**config.mk**
```make
export PLATFORM = sky130hd
export DESIGN_NAME = tga_rle_pixel_decoder_flat
export DESIGN_NICKNAME = d
export VERILOG_FILES = /design/src/rtl/tgadec_pkg.sv /design/src/rtl/tgadec_req_if.sv /design/src/rtl/tgadec_rsp_if.sv /design/src/rtl/tga_rle_pixel_decoder.sv /design/src/rtl/tgadec_ctrl.sv /design/src/rtl/tgadec_dp.sv /design/src/flat_wrapper.sv
export VERILOG_INCLUDE_DIRS = /design/src /design/src/rtl
export SDC_FILE = /design/constraint.sdc
export NUM_CORES = 2
export LEC_CHECK = 0
export BUFFER_PORTS_ARGS = -buffer_cell sky130_fd_sc_hd__buf_2
export CORE_MARGIN = 2
export CORE_UTILIZATION = 50
export CTS_CLUSTER_DIAMETER = 150
export CTS_CLUSTER_SIZE = 14
export DETAILED_ROUTE_END_ITERATION = 10
export PLACE_DENSITY = 0.79
export SKIP_CTS_REPAIR_TIMING = 1
export SLEW_MARGIN = 20
export SYNTH_ARGS = -nofsm -noshare
export SYNTH_HDL_FRONTEND = slang
export SYNTH_SLANG_ARGS = --single-unit
```
**constraint.sdc**
```tcl
create_clock -name clock -period 11.2 [get_ports clock]
set_clock_uncertainty 0.15 [all_clocks]
set_input_delay 0.56 -clock clock [delete_from_list [all_inputs] [get_ports clock]]
set_output_delay 0.56 -clock clock [all_outputs]
set_load 0.1 [all_outputs]
```
**src/rtl/tga_rle_pixel_decoder_assert.svh**
```systemverilog
// Assertion macros shared by the TGA RLE pixel decoder modules.
// No dependencies; included by the files that carry assertions.
`ifndef TGA_RLE_PIXEL_DECODER_ASSERT_SVH
`define TGA_RLE_PIXEL_DECODER_ASSERT_SVH
`ifndef NO_ASSERTIONS
// Checked while reset is low.
`define TGADEC_ASSERT(lbl, clk, rst, prop, msg) \
   lbl: assert property (@(posedge clk) disable iff (rst) prop) else $error(msg);
// Checked at every edge, reset included.
`define TGADEC_ASSERT_ALWAYS(lbl, clk, prop, msg) \
   lbl: assert property (@(posedge clk) prop) else $error(msg);
`else
`define TGADEC_ASSERT(lbl, clk, rst, prop, msg)
`define TGADEC_ASSERT_ALWAYS(lbl, clk, prop, msg)
`endif
`endif

```
**src/rtl/tgadec_pkg.sv**
```systemverilog
// Shared types and codes for the TGA RLE pixel decoder.
// No dependencies; used by the controller, datapath and top level.
package tgadec_pkg;

   // Result status codes
   localparam logic [1:0] ST_OK      = 2'd0;
   localparam logic [1:0] ST_FORMAT  = 2'd1;
   localparam logic [1:0] ST_TRUNC   = 2'd2;
   localparam logic [1:0] ST_OVERRUN = 2'd3;

   // What the datapath loads into the result register
   localparam logic [1:0] EMIT_NONE = 2'd0;
   localparam logic [1:0] EMIT_FLAG = 2'd1;  // no pixels, status only
   localparam logic [1:0] EMIT_RAW  = 2'd2;  // one pixel from the byte just taken
   localparam logic [1:0] EMIT_RUN  = 2'd3;  // one or two pixels of the held run colour

   // Header byte positions
   localparam logic [4:0] HDR_ID_LEN = 5'd0;
   localparam logic [4:0] HDR_CMAP   = 5'd1;
   localparam logic [4:0] HDR_TYPE   = 5'd2;
   localparam logic [4:0] HDR_W_LO   = 5'd12;
   localparam logic [4:0] HDR_W_HI   = 5'd13;
   localparam logic [4:0] HDR_H_LO   = 5'd14;
   localparam logic [4:0] HDR_H_HI   = 5'd15;
   localparam logic [4:0] HDR_BPP    = 5'd16;
   localparam logic [4:0] HDR_DESC   = 5'd17;

   localparam logic [7:0] TYPE_RAW     = 8'd2;
   localparam logic [7:0] TYPE_RLE     = 8'd10;
   localparam logic [7:0] BPP_24       = 8'd24;
   localparam logic [7:0] BPP_32       = 8'd32;
   localparam int         DESC_TOP_BIT = 5;
   localparam int         PKT_RUN_BIT  = 7;
   localparam logic [7:0] ALPHA_OPAQUE = 8'hFF;

   typedef struct packed {
      logic       begin_data;
      logic       hdr_capture;
      logic [4:0] hdr_pos;
      logic       pix_clear;
      logic       pix_store;
      logic [1:0] byte_idx;
      logic       pix_final;
      logic       four;
      logic [1:0] emit_kind;
      logic [1:0] count;
      logic [1:0] status;
      logic       done;
      logic       last;
   } dp_cmd_type;

   typedef struct packed {
      logic cur_last;   // current position is the image's final pixel
      logic next_last;  // position after one step is the final pixel
      logic empty;      // width or height is zero
      logic out_free;   // result register can take a beat this cycle
   } dp_status_type;

   typedef struct packed {
      logic [7:0]  red;
      logic [7:0]  green;
      logic [7:0]  blue;
      logic [7:0]  alpha;
      logic [31:0] first_address;
      logic [31:0] second_address;
      logic [1:0]  pixel_count;
      logic [1:0]  status;
      logic        image_done;
      logic        last_of_item;
   } rsp_beat_type;

endpackage

```
**src/rtl/tgadec_req_if.sv**
```systemverilog
// Byte input channel of the TGA RLE pixel decoder.
// No dependencies.
interface tgadec_req_if;
   logic       valid;
   logic       ready;
   logic [7:0] data_byte;
   logic       end_of_file;

   modport source (output valid, output data_byte, output end_of_file, input ready);
   modport sink   (input valid, input data_byte, input end_of_file, output ready);
endinterface

```
**src/rtl/tgadec_rsp_if.sv**
```systemverilog
// Pixel result channel of the TGA RLE pixel decoder.
// No dependencies.
interface tgadec_rsp_if;
   logic        valid;
   logic        ready;
   logic [7:0]  red;
   logic [7:0]  green;
   logic [7:0]  blue;
   logic [7:0]  alpha;
   logic [31:0] first_address;
   logic [31:0] second_address;
   logic [1:0]  pixel_count;
   logic [1:0]  status;
   logic        image_done;
   logic        last_of_item;

   modport source (output valid, output red, output green, output blue, output alpha,
                   output first_address, output second_address, output pixel_count,
                   output status, output image_done, output last_of_item, input ready);
   modport sink   (input valid, input red, input green, input blue, input alpha,
                   input first_address, input second_address, input pixel_count,
                   input status, input image_done, input last_of_item, output ready);
endinterface

```
**src/rtl/tga_rle_pixel_decoder.sv**
```systemverilog
// Top level of the TGA true-color RLE pixel decoder.
// Depends on tgadec_pkg, tgadec_req_if, tgadec_rsp_if, tgadec_ctrl and tgadec_dp.
//
// Usage: req_chan takes the file one byte per beat from header byte 0;
//   end_of_file marks the final byte, the next beat starts a new file. rsp_chan
//   returns beats of zero, one or two RGBA pixels with their output addresses,
//   status, image_done and last_of_item.
// Results: a result caused by a byte shows in the cycle after that byte's beat.
//   A run's first beat is registered after its last color byte has latched
//   the run colour, then one beat per cycle while rsp_chan is ready:
//   ceil(n/2) beats for n pixels, at most 64, fewer if the image ends first.
// Throughput: one byte per cycle for header, ID, packet and raw pixel bytes
//   while results are taken, set by the single result register. After the last
//   color byte of a run, req_chan is held off until the run's beats are issued,
//   set by the two-pixel address stepper in the datapath.
// Reset: synchronous; the parser returns to header byte 0 and the result
//   register empties. No clearing pass is needed.
// Stall: while a result waits on rsp_chan.ready no byte is taken and run
//   emission pauses; nothing is lost or repeated.
module tga_rle_pixel_decoder (
   input logic          clock,
   input logic          reset,
   tgadec_req_if.sink   req_chan,
   tgadec_rsp_if.source rsp_chan
);
   import tgadec_pkg::*;

   dp_cmd_type    dp_cmd;     // controller -> datapath
   dp_status_type dp_status;  // datapath -> controller
   rsp_beat_type  rsp_beat;
   logic          rsp_valid;
   logic          req_ready;

   tgadec_ctrl u_ctrl (
      .clock       (clock),
      .reset       (reset),
      .req_valid   (req_chan.valid),
      .req_ready   (req_ready),
      .data_byte   (req_chan.data_byte),
      .end_of_file (req_chan.end_of_file),
      .dp_status   (dp_status),
      .dp_cmd      (dp_cmd)
   );

   tgadec_dp u_dp (
      .clock     (clock),
      .reset     (reset),
      .data_byte (req_chan.data_byte),
      .dp_cmd    (dp_cmd),
      .dp_status (dp_status),
      .rsp_ready (rsp_chan.ready),
      .rsp_valid (rsp_valid),
      .rsp_beat  (rsp_beat)
   );

   assign req_chan.ready = req_ready;

   // result register straight to the port
   assign rsp_chan.valid          = rsp_valid;
   assign rsp_chan.red            = rsp_beat.red;
   assign rsp_chan.green          = rsp_beat.green;
   assign rsp_chan.blue           = rsp_beat.blue;
   assign rsp_chan.alpha          = rsp_beat.alpha;
   assign rsp_chan.first_address  = rsp_beat.first_address;
   assign rsp_chan.second_address = rsp_beat.second_address;
   assign rsp_chan.pixel_count    = rsp_beat.pixel_count;
   assign rsp_chan.status         = rsp_beat.status;
   assign rsp_chan.image_done     = rsp_beat.image_done;
   assign rsp_chan.last_of_item   = rsp_beat.last_of_item;

endmodule

```
**src/rtl/tgadec_ctrl.sv**
```systemverilog
// Parse controller: header, ID skip, packet and pixel sequencing, run emission.
// Depends on tgadec_pkg and tga_rle_pixel_decoder_assert.svh.
`include "tga_rle_pixel_decoder_assert.svh"
module tgadec_ctrl (
   input  logic                     clock,
   input  logic                     reset,
   input  logic                     req_valid,
   output logic                     req_ready,
   input  logic [7:0]               data_byte,
   input  logic                     end_of_file,
   input  tgadec_pkg::dp_status_type dp_status,
   output tgadec_pkg::dp_cmd_type    dp_cmd
);
   import tgadec_pkg::*;

   localparam logic [2:0] PH_HEADER = 3'd0;
   localparam logic [2:0] PH_ID     = 3'd1;
   localparam logic [2:0] PH_PACKET = 3'd2;
   localparam logic [2:0] PH_PIXEL  = 3'd3;
   localparam logic [2:0] PH_RUN    = 3'd4;
   localparam logic [2:0] PH_DONE   = 3'd5;
   localparam logic [2:0] PH_ERROR  = 3'd6;

   logic [2:0] phase_ff, phase_in;
   logic [4:0] hdr_pos_ff, hdr_pos_in;
   logic [7:0] id_left_ff, id_left_in;
   logic       fault_ff, fault_in;
   logic       rle_ff, rle_in;
   logic       four_ff, four_in;
   logic [7:0] pkt_left_ff, pkt_left_in;
   logic       pkt_run_ff, pkt_run_in;
   logic [1:0] byte_idx_ff, byte_idx_in;
   logic       eof_ff, eof_in;

   logic       accept;
   logic       run_go;
   logic       begin_req;
   logic       defer_eof;
   logic       complete;
   logic       more;
   logic [7:0] pkt_dec;
   logic [7:0] rem;
   logic [1:0] last_idx;

   assign req_ready = dp_status.out_free && (phase_ff != PH_RUN);
   assign accept    = req_valid && req_ready;
   assign run_go    = (phase_ff == PH_RUN) && dp_status.out_free;
   assign last_idx  = four_ff ? 2'd3 : 2'd2;

   always_comb begin
      phase_in    = phase_ff;
      hdr_pos_in  = hdr_pos_ff;
      id_left_in  = id_left_ff;
      fault_in    = fault_ff;
      rle_in      = rle_ff;
      four_in     = four_ff;
      pkt_left_in = pkt_left_ff;
      pkt_run_in  = pkt_run_ff;
      byte_idx_in = byte_idx_ff;
      eof_in      = eof_ff;
      begin_req   = 1'b0;
      defer_eof   = 1'b0;
      complete    = 1'b0;
      more        = 1'b0;
      pkt_dec     = pkt_left_ff;
      rem         = '0;
      dp_cmd          = '0;
      dp_cmd.hdr_pos  = hdr_pos_ff;
      dp_cmd.byte_idx = byte_idx_ff;
      dp_cmd.four     = four_ff;

      if (accept) begin
         case (phase_ff)
            PH_HEADER: begin
               dp_cmd.hdr_capture = 1'b1;
               case (hdr_pos_ff)
                  HDR_ID_LEN: id_left_in = data_byte;
                  HDR_CMAP: begin
                     if (data_byte != 8'd0) fault_in = 1'b1;
                  end
                  HDR_TYPE: begin
                     if (data_byte == TYPE_RAW) rle_in = 1'b0;
                     else if (data_byte == TYPE_RLE) rle_in = 1'b1;
                     else fault_in = 1'b1;
                  end
                  HDR_BPP: begin
                     if (data_byte == BPP_24) four_in = 1'b0;
                     else if (data_byte == BPP_32) four_in = 1'b1;
                     else fault_in = 1'b1;
                  end
                  default: ;
               endcase
               if (hdr_pos_ff == HDR_DESC) begin
                  hdr_pos_in = '0;
                  if (fault_ff) begin
                     dp_cmd.emit_kind = EMIT_FLAG;
                     dp_cmd.status    = ST_FORMAT;
                     dp_cmd.done      = 1'b1;
                     dp_cmd.last      = 1'b1;
                     phase_in         = PH_ERROR;
                  end else if (id_left_ff != 8'd0) begin
                     phase_in = PH_ID;
                  end else begin
                     begin_req = 1'b1;
                  end
               end else begin
                  hdr_pos_in = hdr_pos_ff + 5'd1;
               end
            end
            PH_ID: begin
               id_left_in = id_left_ff - 8'd1;
               if (id_left_ff == 8'd1) begin_req = 1'b1;
            end
            PH_PACKET: begin
               pkt_left_in      = {1'b0, data_byte[6:0]} + 8'd1;
               pkt_run_in       = data_byte[PKT_RUN_BIT];
               byte_idx_in      = '0;
               dp_cmd.pix_clear = 1'b1;
               phase_in         = PH_PIXEL;
            end
            PH_PIXEL: begin
               if (byte_idx_ff < last_idx) begin
                  dp_cmd.pix_store = 1'b1;
                  byte_idx_in      = byte_idx_ff + 2'd1;
               end else begin
                  byte_idx_in      = '0;
                  dp_cmd.pix_final = 1'b1;
                  if (rle_ff && pkt_run_ff) begin
                     // run colour latched; pixels go out from the run phase
                     phase_in  = PH_RUN;
                     eof_in    = end_of_file;
                     defer_eof = 1'b1;
                  end else begin
                     if (rle_ff && (pkt_left_ff != 8'd0)) pkt_dec = pkt_left_ff - 8'd1;
                     more             = rle_ff && (pkt_dec != 8'd0);
                     pkt_left_in      = pkt_dec;
                     complete         = dp_status.cur_last;
                     dp_cmd.emit_kind = EMIT_RAW;
                     dp_cmd.count     = 2'd1;
                     dp_cmd.last      = 1'b1;
                     if (complete) begin
                        dp_cmd.status = more ? ST_OVERRUN : ST_OK;
                        dp_cmd.done   = 1'b1;
                        phase_in      = more ? PH_ERROR : PH_DONE;
                        pkt_left_in   = '0;
                     end else if (rle_ff && !more) begin
                        phase_in = PH_PACKET;
                     end
                  end
               end
            end
            default: ;
         endcase

         if (begin_req) begin
            dp_cmd.begin_data = 1'b1;
            pkt_left_in       = '0;
            pkt_run_in        = 1'b0;
            byte_idx_in       = '0;
            if (dp_status.empty) begin
               dp_cmd.emit_kind = EMIT_FLAG;
               dp_cmd.status    = ST_OK;
               dp_cmd.done      = 1'b1;
               dp_cmd.last      = 1'b1;
               phase_in         = PH_DONE;
            end else begin
               phase_in = rle_ff ? PH_PACKET : PH_PIXEL;
            end
         end

         if (end_of_file && !defer_eof) begin
            if ((phase_in != PH_DONE) && (phase_in != PH_ERROR)) begin
               if (dp_cmd.emit_kind == EMIT_NONE) begin
                  dp_cmd.emit_kind = EMIT_FLAG;
                  dp_cmd.last      = 1'b1;
               end
               dp_cmd.status = ST_TRUNC;
               dp_cmd.done   = 1'b1;
            end
            phase_in    = PH_HEADER;
            hdr_pos_in  = '0;
            id_left_in  = '0;
            fault_in    = 1'b0;
            rle_in      = 1'b0;
            four_in     = 1'b0;
            pkt_left_in = '0;
            pkt_run_in  = 1'b0;
            byte_idx_in = '0;
         end
      end else if (run_go) begin
         // one or two run pixels per beat
         dp_cmd.emit_kind = EMIT_RUN;
         if ((pkt_left_ff > 8'd1) && !dp_status.cur_last) begin
            dp_cmd.count = 2'd2;
            complete     = dp_status.next_last;
            rem          = pkt_left_ff - 8'd2;
         end else begin
            dp_cmd.count = 2'd1;
            complete     = dp_status.cur_last;
            rem          = pkt_left_ff - 8'd1;
         end
         pkt_left_in = rem;
         if (complete) begin
            dp_cmd.status = (rem != 8'd0) ? ST_OVERRUN : ST_OK;
            dp_cmd.done   = 1'b1;
            dp_cmd.last   = 1'b1;
            phase_in      = (rem != 8'd0) ? PH_ERROR : PH_DONE;
            pkt_left_in   = '0;
         end else if (rem == 8'd0) begin
            dp_cmd.last = 1'b1;
            phase_in    = PH_PACKET;
         end
         if (dp_cmd.last && eof_ff) begin
            if (!complete) begin
               dp_cmd.status = ST_TRUNC;
               dp_cmd.done   = 1'b1;
            end
            eof_in      = 1'b0;
            phase_in    = PH_HEADER;
            hdr_pos_in  = '0;
            id_left_in  = '0;
            fault_in    = 1'b0;
            rle_in      = 1'b0;
            four_in     = 1'b0;
            pkt_left_in = '0;
            pkt_run_in  = 1'b0;
            byte_idx_in = '0;
         end
      end
   end

   always_ff @(posedge clock) begin
      if (reset) begin
         phase_ff    <= PH_HEADER;
         hdr_pos_ff  <= '0;
         id_left_ff  <= '0;
         fault_ff    <= 1'b0;
         rle_ff      <= 1'b0;
         four_ff     <= 1'b0;
         pkt_left_ff <= '0;
         pkt_run_ff  <= 1'b0;
         byte_idx_ff <= '0;
         eof_ff      <= 1'b0;
      end else begin
         phase_ff    <= phase_in;
         hdr_pos_ff  <= hdr_pos_in;
         id_left_ff  <= id_left_in;
         fault_ff    <= fault_in;
         rle_ff      <= rle_in;
         four_ff     <= four_in;
         pkt_left_ff <= pkt_left_in;
         pkt_run_ff  <= pkt_run_in;
         byte_idx_ff <= byte_idx_in;
         eof_ff      <= eof_in;
      end
   end

   `TGADEC_ASSERT(a_hdr_pos_idle, clock, reset, (phase_ff != PH_HEADER) |-> (hdr_pos_ff == 5'd0), "header position moved outside header phase")
   `TGADEC_ASSERT(a_run_nonempty, clock, reset, (phase_ff == PH_RUN) |-> (pkt_left_ff != 8'd0), "run phase with no pixels left")
   `TGADEC_ASSERT(a_idx_range, clock, reset, (byte_idx_ff == 2'd3) |-> four_ff, "fourth pixel byte in 24-bit mode")
   `TGADEC_ASSERT(a_emit_free, clock, reset, (dp_cmd.emit_kind != EMIT_NONE) |-> dp_status.out_free, "beat issued while result register busy")

endmodule

```
**src/rtl/tgadec_dp.sv**
```systemverilog
// Datapath: header fields, pixel assembly, position/address counters, result register.
// Depends on tgadec_pkg and tga_rle_pixel_decoder_assert.svh.
`include "tga_rle_pixel_decoder_assert.svh"
module tgadec_dp (
   input  logic                      clock,
   input  logic                      reset,
   input  logic [7:0]                data_byte,
   input  tgadec_pkg::dp_cmd_type    dp_cmd,
   output tgadec_pkg::dp_status_type dp_status,
   input  logic                      rsp_ready,
   output logic                      rsp_valid,
   output tgadec_pkg::rsp_beat_type  rsp_beat
);
   import tgadec_pkg::*;

   typedef struct packed {
      logic [15:0] col;
      logic [15:0] row;
      logic [31:0] addr;
   } pos_type;

   // One pixel step; bottom-origin rows move back by two widths minus one at a wrap.
   function automatic pos_type step_pos(input pos_type p, input logic [15:0] w_last,
                                        input logic top, input logic [16:0] back);
      pos_type q;
      q = p;
      if (p.col == w_last) begin
         q.col  = '0;
         q.row  = p.row + 16'd1;
         q.addr = top ? (p.addr + 32'd1) : (p.addr - {15'd0, back});
      end else begin
         q.col  = p.col + 16'd1;
         q.addr = p.addr + 32'd1;
      end
      return q;
   endfunction

   logic [15:0]  width_ff, width_in;
   logic [15:0]  height_ff, height_in;
   logic         top_ff, top_in;
   logic [16:0]  back_ff, back_in;
   pos_type      pos_ff, pos_in;
   logic [23:0]  asm_ff, asm_in;
   logic [31:0]  color_ff, color_in;
   logic         valid_ff, valid_in;
   rsp_beat_type beat_ff, beat_in;

   logic [15:0] w_last;
   logic [15:0] h_last;
   logic        top_now;
   logic [31:0] start_addr;
   logic [31:0] color_now;
   logic [31:0] beat_color;
   logic [1:0]  beat_count;
   pos_type     nxt;
   pos_type     nxt2;

   assign w_last     = width_ff - 16'd1;
   assign h_last     = height_ff - 16'd1;
   assign top_now    = (dp_cmd.hdr_capture && (dp_cmd.hdr_pos == HDR_DESC)) ?
                       data_byte[DESC_TOP_BIT] : top_ff;
   assign start_addr = 32'(h_last) * 32'(width_ff);
   assign nxt        = step_pos(pos_ff, w_last, top_ff, back_ff);
   assign nxt2       = step_pos(nxt, w_last, top_ff, back_ff);

   // BGR(A) byte order to RGBA
   assign color_now = dp_cmd.four ? {asm_ff[23:16], asm_ff[15:8], asm_ff[7:0], data_byte}
                                  : {data_byte, asm_ff[15:8], asm_ff[7:0], ALPHA_OPAQUE};

   assign dp_status.cur_last  = (pos_ff.col == w_last) && (pos_ff.row == h_last);
   assign dp_status.next_last = (nxt.col == w_last) && (nxt.row == h_last);
   assign dp_status.empty     = (width_ff == 16'd0) || (height_ff == 16'd0);
   assign dp_status.out_free  = !valid_ff || rsp_ready;

   always_comb begin
      width_in  = width_ff;
      height_in = height_ff;
      top_in    = top_ff;
      back_in   = back_ff;
      pos_in    = pos_ff;
      asm_in    = asm_ff;
      color_in  = color_ff;
      valid_in  = valid_ff && !rsp_ready;
      beat_in   = beat_ff;

      if (dp_cmd.hdr_capture) begin
         case (dp_cmd.hdr_pos)
            HDR_W_LO: width_in[7:0]   = data_byte;
            HDR_W_HI: width_in[15:8]  = data_byte;
            HDR_H_LO: height_in[7:0]  = data_byte;
            HDR_H_HI: height_in[15:8] = data_byte;
            HDR_DESC: top_in          = data_byte[DESC_TOP_BIT];
            default: ;
         endcase
      end

      if (dp_cmd.begin_data) begin
         pos_in.col  = '0;
         pos_in.row  = '0;
         pos_in.addr = top_now ? 32'd0 : start_addr;
         back_in     = {width_ff, 1'b0} - 17'd1;
         asm_in      = '0;
      end

      if (dp_cmd.pix_clear) asm_in = '0;
      if (dp_cmd.pix_store) begin
         case (dp_cmd.byte_idx)
            2'd0:    asm_in[7:0]   = data_byte;
            2'd1:    asm_in[15:8]  = data_byte;
            2'd2:    asm_in[23:16] = data_byte;
            default: ;
         endcase
      end
      if (dp_cmd.pix_final) begin
         asm_in   = '0;
         color_in = color_now;
      end

      case (dp_cmd.emit_kind)
         EMIT_RAW: begin
            beat_count = 2'd1;
            beat_color = color_now;
            pos_in     = nxt;
         end
         EMIT_RUN: begin
            beat_count = dp_cmd.count;
            beat_color = color_ff;
            pos_in     = (dp_cmd.count == 2'd2) ? nxt2 : nxt;
         end
         default: begin
            beat_count = 2'd0;
            beat_color = '0;
         end
      endcase

      if (dp_cmd.emit_kind != EMIT_NONE) begin
         valid_in               = 1'b1;
         beat_in.red            = beat_color[31:24];
         beat_in.green          = beat_color[23:16];
         beat_in.blue           = beat_color[15:8];
         beat_in.alpha          = beat_color[7:0];
         beat_in.first_address  = (beat_count != 2'd0) ? pos_ff.addr : 32'd0;
         beat_in.second_address = (beat_count == 2'd2) ? nxt.addr : 32'd0;
         beat_in.pixel_count    = beat_count;
         beat_in.status         = dp_cmd.status;
         beat_in.image_done     = dp_cmd.done;
         beat_in.last_of_item   = dp_cmd.last;
      end
   end

   always_ff @(posedge clock) begin
      if (reset) begin
         valid_ff <= 1'b0;
      end else begin
         valid_ff <= valid_in;
      end
   end

   always_ff @(posedge clock) begin
      width_ff  <= width_in;
      height_ff <= height_in;
      top_ff    <= top_in;
      back_ff   <= back_in;
      pos_ff    <= pos_in;
      asm_ff    <= asm_in;
      color_ff  <= color_in;
      beat_ff   <= beat_in;
   end

   assign rsp_valid = valid_ff;
   assign rsp_beat  = beat_ff;

   `TGADEC_ASSERT(a_emit_valid, clock, reset, (dp_cmd.emit_kind != EMIT_NONE) |=> valid_ff, "issued beat not presented")
   `TGADEC_ASSERT(a_empty_addr, clock, reset, (valid_ff && (beat_ff.pixel_count == 2'd0)) |-> ((beat_ff.first_address == 32'd0) && (beat_ff.red == 8'd0)), "pixel fields set on a status-only beat")
   `TGADEC_ASSERT(a_second_addr, clock, reset, (valid_ff && (beat_ff.pixel_count != 2'd2)) |-> (beat_ff.second_address == 32'd0), "second address set on a single-pixel beat")
   `TGADEC_ASSERT_ALWAYS(a_reset_valid, clock, $past(reset) |-> !valid_ff, "result valid after reset")

endmodule

```
**src/flat_wrapper.sv**
```systemverilog
// flat-port wrapper written by rule: the top's interface ports become plain ports
module tga_rle_pixel_decoder_flat import tgadec_pkg::*;
  (clock, reset, req_chan_valid, req_chan_data_byte, req_chan_end_of_file, req_chan_ready, rsp_chan_valid, rsp_chan_red, rsp_chan_green, rsp_chan_blue, rsp_chan_alpha, rsp_chan_first_address, rsp_chan_second_address, rsp_chan_pixel_count, rsp_chan_status, rsp_chan_image_done, rsp_chan_last_of_item, rsp_chan_ready);
  tgadec_req_if req_chan_i ();
  tgadec_rsp_if rsp_chan_i ();
  input logic clock;
  input logic reset;
  input wire logic [$bits(req_chan_i.valid)-1:0] req_chan_valid;
  input wire logic [$bits(req_chan_i.data_byte)-1:0] req_chan_data_byte;
  input wire logic [$bits(req_chan_i.end_of_file)-1:0] req_chan_end_of_file;
  output wire logic [$bits(req_chan_i.ready)-1:0] req_chan_ready;
  output wire logic [$bits(rsp_chan_i.valid)-1:0] rsp_chan_valid;
  output wire logic [$bits(rsp_chan_i.red)-1:0] rsp_chan_red;
  output wire logic [$bits(rsp_chan_i.green)-1:0] rsp_chan_green;
  output wire logic [$bits(rsp_chan_i.blue)-1:0] rsp_chan_blue;
  output wire logic [$bits(rsp_chan_i.alpha)-1:0] rsp_chan_alpha;
  output wire logic [$bits(rsp_chan_i.first_address)-1:0] rsp_chan_first_address;
  output wire logic [$bits(rsp_chan_i.second_address)-1:0] rsp_chan_second_address;
  output wire logic [$bits(rsp_chan_i.pixel_count)-1:0] rsp_chan_pixel_count;
  output wire logic [$bits(rsp_chan_i.status)-1:0] rsp_chan_status;
  output wire logic [$bits(rsp_chan_i.image_done)-1:0] rsp_chan_image_done;
  output wire logic [$bits(rsp_chan_i.last_of_item)-1:0] rsp_chan_last_of_item;
  input wire logic [$bits(rsp_chan_i.ready)-1:0] rsp_chan_ready;
  assign req_chan_i.valid = req_chan_valid;
  assign req_chan_i.data_byte = req_chan_data_byte;
  assign req_chan_i.end_of_file = req_chan_end_of_file;
  assign req_chan_ready = req_chan_i.ready;
  assign rsp_chan_valid = rsp_chan_i.valid;
  assign rsp_chan_red = rsp_chan_i.red;
  assign rsp_chan_green = rsp_chan_i.green;
  assign rsp_chan_blue = rsp_chan_i.blue;
  assign rsp_chan_alpha = rsp_chan_i.alpha;
  assign rsp_chan_first_address = rsp_chan_i.first_address;
  assign rsp_chan_second_address = rsp_chan_i.second_address;
  assign rsp_chan_pixel_count = rsp_chan_i.pixel_count;
  assign rsp_chan_status = rsp_chan_i.status;
  assign rsp_chan_image_done = rsp_chan_i.image_done;
  assign rsp_chan_last_of_item = rsp_chan_i.last_of_item;
  assign rsp_chan_i.ready = rsp_chan_ready;
  tga_rle_pixel_decoder u_core (.clock(clock), .reset(reset), .req_chan(req_chan_i), .rsp_chan(rsp_chan_i));
endmodule
```
Word level (Yosys, flattened, before mapping)
Cells that the tools add are included.
- add/sub/neg operators: 17
- multiply operators: 1
- magnitude comparators: 2
- equality and inequality tests: 50
- mux-type cells: 168
- reductions and logical operators: 55
- operator list (kind ; number):
    8-bit 2-to-1 mux ; 29
    32-bit 2-to-1 mux ; 6
    64-bit 2-to-1 mux ; 2
    64-bit case mux with 2 select lines ; 1
    24-bit 2-to-1 mux ; 3
    3-bit 2-to-1 mux ; 22
    16-bit by 1-bit adder with 16-bit output (second input constant) ; 4
    32-bit by 1-bit adder with 32-bit output (second input constant) ; 2
    16-bit == test ; 4
    16-bit 2-to-1 mux ; 4
    32-bit case mux with 2 select lines ; 1
    32-bit by 17-bit subtractor with 32-bit output ; 2
    1-bit 2-to-1 mux ; 61
    2-bit 2-to-1 mux ; 20
    8-bit nonzero test ; 5
    16-bit logical NOT ; 2
    16-bit by 16-bit multiplier with 32-bit output ; 1
    8-bit case mux with 2 select lines ; 2
    16-bit by 1-bit subtractor with 16-bit output (second input constant) ; 2
    5-bit 2-to-1 mux ; 6
    5-bit by 4-bit == test with 1-bit output (second input constant) ; 4
    4-bit inequality test (second input constant) ; 5
    17-bit by 1-bit subtractor with 17-bit output (second input constant) ; 1
    4-bit 2-to-1 mux ; 4
    48 further kinds ; 100
- flip-flop bits (word level): 304
- input port bits: 13
- output and inout port bits: 104
- logic and storage cells: 325

Depth between registers and ports, before layout
- word-level depth: 26
- depth in mapped cells: 35
- gate-level depth less buffers: 32

Modules after synthesis
A second synthesis with hierarchy kept.
- cell total of the unflattened synthesis: 3311
- area, all modules: 29443.2 um^2
- modules (own cells, without submodules) (module ; times used ; cells each ; area each (um^2)):
    tgadec_dp ; 1 ; 2849 ; 26240.2
    tgadec_ctrl ; 1 ; 462 ; 3203.1

Worst setup path before layout
Ideal clock, no wire load.
- path type: flip-flop to flip-flop
- start point: reg u_core.u_dp.height_ff[0]
- end point: reg u_core.u_dp.beat_ff, in the netlist u_core.u_dp.rsp_beat[0], enable pin
- arrival time: 9.505 ns
- required time: 10.439 ns
- setup slack: 0.934 ns
- cell stages (with the launch flop): 20
- cell sequence: edfxtp_1 clkbuf_1 clkbuf_1 inv_1 ha_1 or4b_2 nor4_1 xor3_1 nor4b_1 o211ai_1 or3_1 or2_1 clkbuf_1 xnor2_1 a21oi_1 o21ai_0 nor2_1 o31ai_1 nor2_1 a2bb2oi_1
- cells in the longest elaborated chain, start to end: 15
- RTL lines (item ; line ; RTL):
    start, declared ; tgadec_dp.sv:39 ; logic [15:0] height_ff, height_in;
    start signal, assigned ; tgadec_dp.sv:161 ; height_ff <= height_in;
    16-bit by 1-bit subtractor with 16-bit output ; tgadec_dp.sv:59 ; assign h_last = height_ff - 16'd1;
    16-bit == test ; tgadec_dp.sv:70 ; assign dp_status.cur_last = (pos_ff.col == w_last) && (pos_ff.row == h_last);
    1-bit logical AND ; tgadec_dp.sv:70 ;
    3-bit 2-to-1 mux ; tgadec_ctrl.sv:141 ; if (complete) begin
    3-bit 2-to-1 mux ; tgadec_ctrl.sv:128 ; if (rle_ff && pkt_run_ff) begin
    3-bit 2-to-1 mux ; tgadec_ctrl.sv:122 ; if (byte_idx_ff < last_idx) begin
    3-bit case mux with 3 select lines ; tgadec_ctrl.sv:73 ; case (phase_ff)
    3-bit 2-to-1 mux ; tgadec_ctrl.sv:155 ; if (begin_req) begin
    3-bit 2-to-1 mux ; tgadec_ctrl.sv:72 ; if (accept) begin
    3-bit inequality test ; tgadec_ctrl.sv:172 ; if ((phase_in != PH_DONE) && (phase_in != PH_ERROR)) begin
    1-bit logical AND ; tgadec_ctrl.sv:172 ;
    2-bit 2-to-1 mux ; tgadec_ctrl.sv:172 ;
    2-bit 2-to-1 mux (*) ; tgadec_ctrl.sv:171 ; if (end_of_file && !defer_eof) begin
    8-bit 2-to-1 mux (*) ; tgadec_ctrl.sv:72 ;
    2-bit nonzero test (*) ; tgadec_dp.sv:136 ; if (dp_cmd.emit_kind != EMIT_NONE) begin
    end signal, assigned ; tgadec_dp.sv:167 ; beat_ff <= beat_in;
    end, declared ; tgadec_dp.sv:46 ; rsp_beat_type beat_ff, beat_in;
Mark *: on every way between the ends. The rest lies on a longest branch, timed or not. The select of a mux whose other input is x is not followed.
A chain may end at the register's enable or synchronous reset.

==> metrics.md <==
| Metric | Value |
|---|---|
| YS warnings | `0` |
| Final total power | `about 3 mW` |
| Worst VDD drop | `roughly 140 uV` |
| Die W | `245 microns` |
| Die ar. | `0.0601 sq mm` |
| CP required | `11.39 ns` |
| Largest net degree at the start of global routing | `63` |
| Top post-synthesis cells by area | `edfxtp_1, fa_1, ha_1` |
| Final Hold Fails | `0` |
| Starting density of the core | `50.5%` |
| Clk buf depth | `3` |
| Total wire length | `around 83000 microns` |
| Min-Delay Path Class | `input pin to flip-flop` |
| Initial antenna violation count | `0` |
| Core Util, Final | `54.0%` |
| Chip height | `between 200 and 250 microns` |
| CTS Root Cell | `clkbuf_16` |
| Worst r2r src | `u_core.u_dp.height_ff[0]` |
| Syn_area_per_cell | `approximately 9 sq um` |
| DRC Markers | `0` |
| CTS H-tree lvls | `1` |
| R2r worst-path depth | `30` |
| Final nets | `3637` |
| CP Data Arrival Time | `9.87 ns` |
| Reg clk slew, reported paths | `0.09 ns` |
| Fin Hold WS | `0.155 ns` |
| Synthesized instance count | `3242` |
| First-pass GRT wire length | `131000 microns` |
| Total negative slack | `0 ns` |
| Slowest CP cell | `o41ai_1` |
| Crit-path max cell delay | `0.72 ns` |
| Pre-antenna DRT Iters | `6` |
| Post-DP HPWL | `60200 microns` |
| Main synth FF type | `edfxtp_1` |
| Placed Area | `a little over 0.03 sq mm` |
| IO Pins | `117` |
| Initial DRC count | `2915` |
| Layout cells sized above 1 | `slightly below 8%` |
| Most frequent cells in the layout | `nand2_1, inv_1, nor2_1` |
| Port Buffers | `116` |
| P_leak | `12.7 nW` |
| Status | `finished clean` |
| Vias in the first global route | `24.1k` |
| Worst R2R Setup Slack | `1.52 ns` |
| Mapped Nets | `3613` |
| Slew HR | `between 20% and 30%` |
| Reg2reg end | `u_core.u_dp.pos_ff[30]` |
| GR Util All Layers | `roughly 27%` |
| Core area | `0.0576 sq mm` |
| Pwr/cell area | `approximately 96 mW/mm^2` |
| Num CTS Buffers | `25` |
| Cell area after synthesis | `between 0.02 and 0.03 sq mm` |
| Clock latency on the worst-skew pair | `0.58 ns` |
| Critical path endpoint category | `flip-flop` |
| Yosys top cell by area | `edfxtp_1` |
| Clock sink total | `303` |
| Global route overflow | `0` |
| Critical path startpoint | `u_core.u_dp.height_ff[0]` |
| FFs w/ async S/R, synth | `0%` |
| Final setup viols | `0` |
| Site Rows | `88` |
| Vias per cell | `6.14` |
| Wirelength per Cell | `just over 20 microns` |
| Distinct cells, synth | `95` |
| RSZ-0062 raised after global routing | `no` |
| Worst slew pin tran | `1.13 ns` |
| Antenna diode count | `0` |
| Final GP Congestion | `roughly 0.99` |
| Setup crit end | `u_core.u_dp.pos_ff[30]` |
| Design Area, Final | `0.0311 sq mm` |
| Final min period | `around 9.7 ns` |
| Fmax | `103 MHz` |
| Area grow syn2layout | `6.95%` |
| Commonest non-fill, non-tap cell in the layout | `nand2_1` |
| # Max-Cap Violations | `0` |
| Crit Path Category | `flip-flop to flip-flop` |
| Area share of the leading cell type in the synthesized netlist | `25.5%` |
| Sequential area share after synthesis | `29.3%` |
| Worst-path maximum fanout | `18` |
| Yosys reg bits | `approximately 300` |
| Post-synth EDFFs | `247` |
| Period utilization | `86.4%` |
| Via count | `24.8k` |
| Slew Viols, Final | `0` |
| CTS tree | `done` |
| Post-DRT Antenna Nets | `0` |
| Critical Path Source Type | `flip-flop` |
-- worst min path at each step --
stage	start	end	slack (ns)	depth (start not counted)
floorplan	u_core.u_dp.asm_ff[2]	u_core.u_dp.color_ff[10]	0.28	0
global placement	u_core.u_dp.asm_ff[12]	u_core.u_dp.color_ff[20]	0.29	0
detailed placement	u_core.u_dp.asm_ff[9]	u_core.u_dp.color_ff[17]	0.30	0
CTS	req_chan_end_of_file	u_core.u_ctrl.eof_ff	0.13	3
global route	req_chan_end_of_file	u_core.u_ctrl.eof_ff	0.16	3
finish	req_chan_end_of_file	u_core.u_ctrl.eof_ff	0.16	3
-- state kept, by name (all words and copies together) (netlist names) --
name                       count
u_core.u_ctrl.eof_ff           1
u_core.u_ctrl.rle_ff           1
u_core.u_dp.top_ff             1
u_core.u_dp.height_ff         16
u_core.u_ctrl.byte_idx_ff      2
u_core.u_dp.color_ff          32
u_core.u_ctrl.fault_ff         1
u_core.u_ctrl.four_ff          1
u_core.u_dp.asm_ff            24
u_core.u_ctrl.hdr_pos_ff       5
u_core.u_dp.pos_ff            64
u_core.u_dp.rsp_beat         102
u_core.u_ctrl.pkt_left_ff      8
u_core.u_ctrl.id_left_ff       8
u_core.u_ctrl.pkt_run_ff       1
u_core.u_dp.width_ff          16
u_core.u_dp.back_ff           16
u_core.u_dp.rsp_valid          1
u_core.u_ctrl.phase_ff         3
-- power breakdown --
group	leakage (nW)	internal (mW)	switching [mW]
Combinational	9.54	0.193	0.610
Clock	0.335	0.414	0.420
Sequential	2.77	1.30	0.0609
Total	12.7	1.91	1.09
-- metal layers --
metal	track usage (%)	wire, microns
met5	0	0
met4	12.7	4250
met3	3.91	8170
met2	43.8	37900
met1	36.4	32300
-- worst max-delay path: cells and delay by family (launching register included) --
kind,cells,cell delay (ns)
flip-flops,1,0.69
AND/OR/NAND/NOR,6,1.73
buffers and inverters,7,0.80
adder cells (fa/ha/maj),8,3.69
XOR/XNOR,2,0.32
AO/OA/AOI/OAI,7,2.03
-- final cells by class --
cell class              count  area (sq um)
flip-flops and latches    303          8540
clock buffers              36           667
repair buffers            165           948
clock inverters             2          26.3
fillers                  5115         26500
well taps                 765           957
multi-input cells        2462         18800
inverters                 309          1160
-- synthesized netlist by cell type, drive strengths merged (85+ instances only) --
cell type / instances
xor2: 96
edfxtp: 247
xnor2: 144
nand3: 104
nand2: 331
fa: 196
ha: 162
nor2: 263
o21ai: 129
clkbuf: 146
inv: 307
and2: 150
a21oi: 154
nor3: 85
-- cells by family (layout without fill, tap and decap cells) --
kind of cell / after synthesis / in the layout / synth area share [%]
xor+xnor: 250 / 250 / 8.06
compound gates: 591 / 591 / 13.5
simple gates: 1239 / 1239 / 21.5
buf+inv: 477 / 512 / 6.24
fa+ha+maj: 358 / 358 / 20.5
mux: 24 / 24 / 0.864
flops: 303 / 303 / 29.3
-- stage by stage --
step / std cells / worst slack, ns
after CTS: 4042 / 1.61
final: 4042 / 1.52
after global placement: 4004 / 1.93
after floorplan: 3242 / 0.934
after global routing: 4042 / 1.09
after detailed placement: 4004 / 1.62
Note: power is estimated with default switching activity, not from simulation.
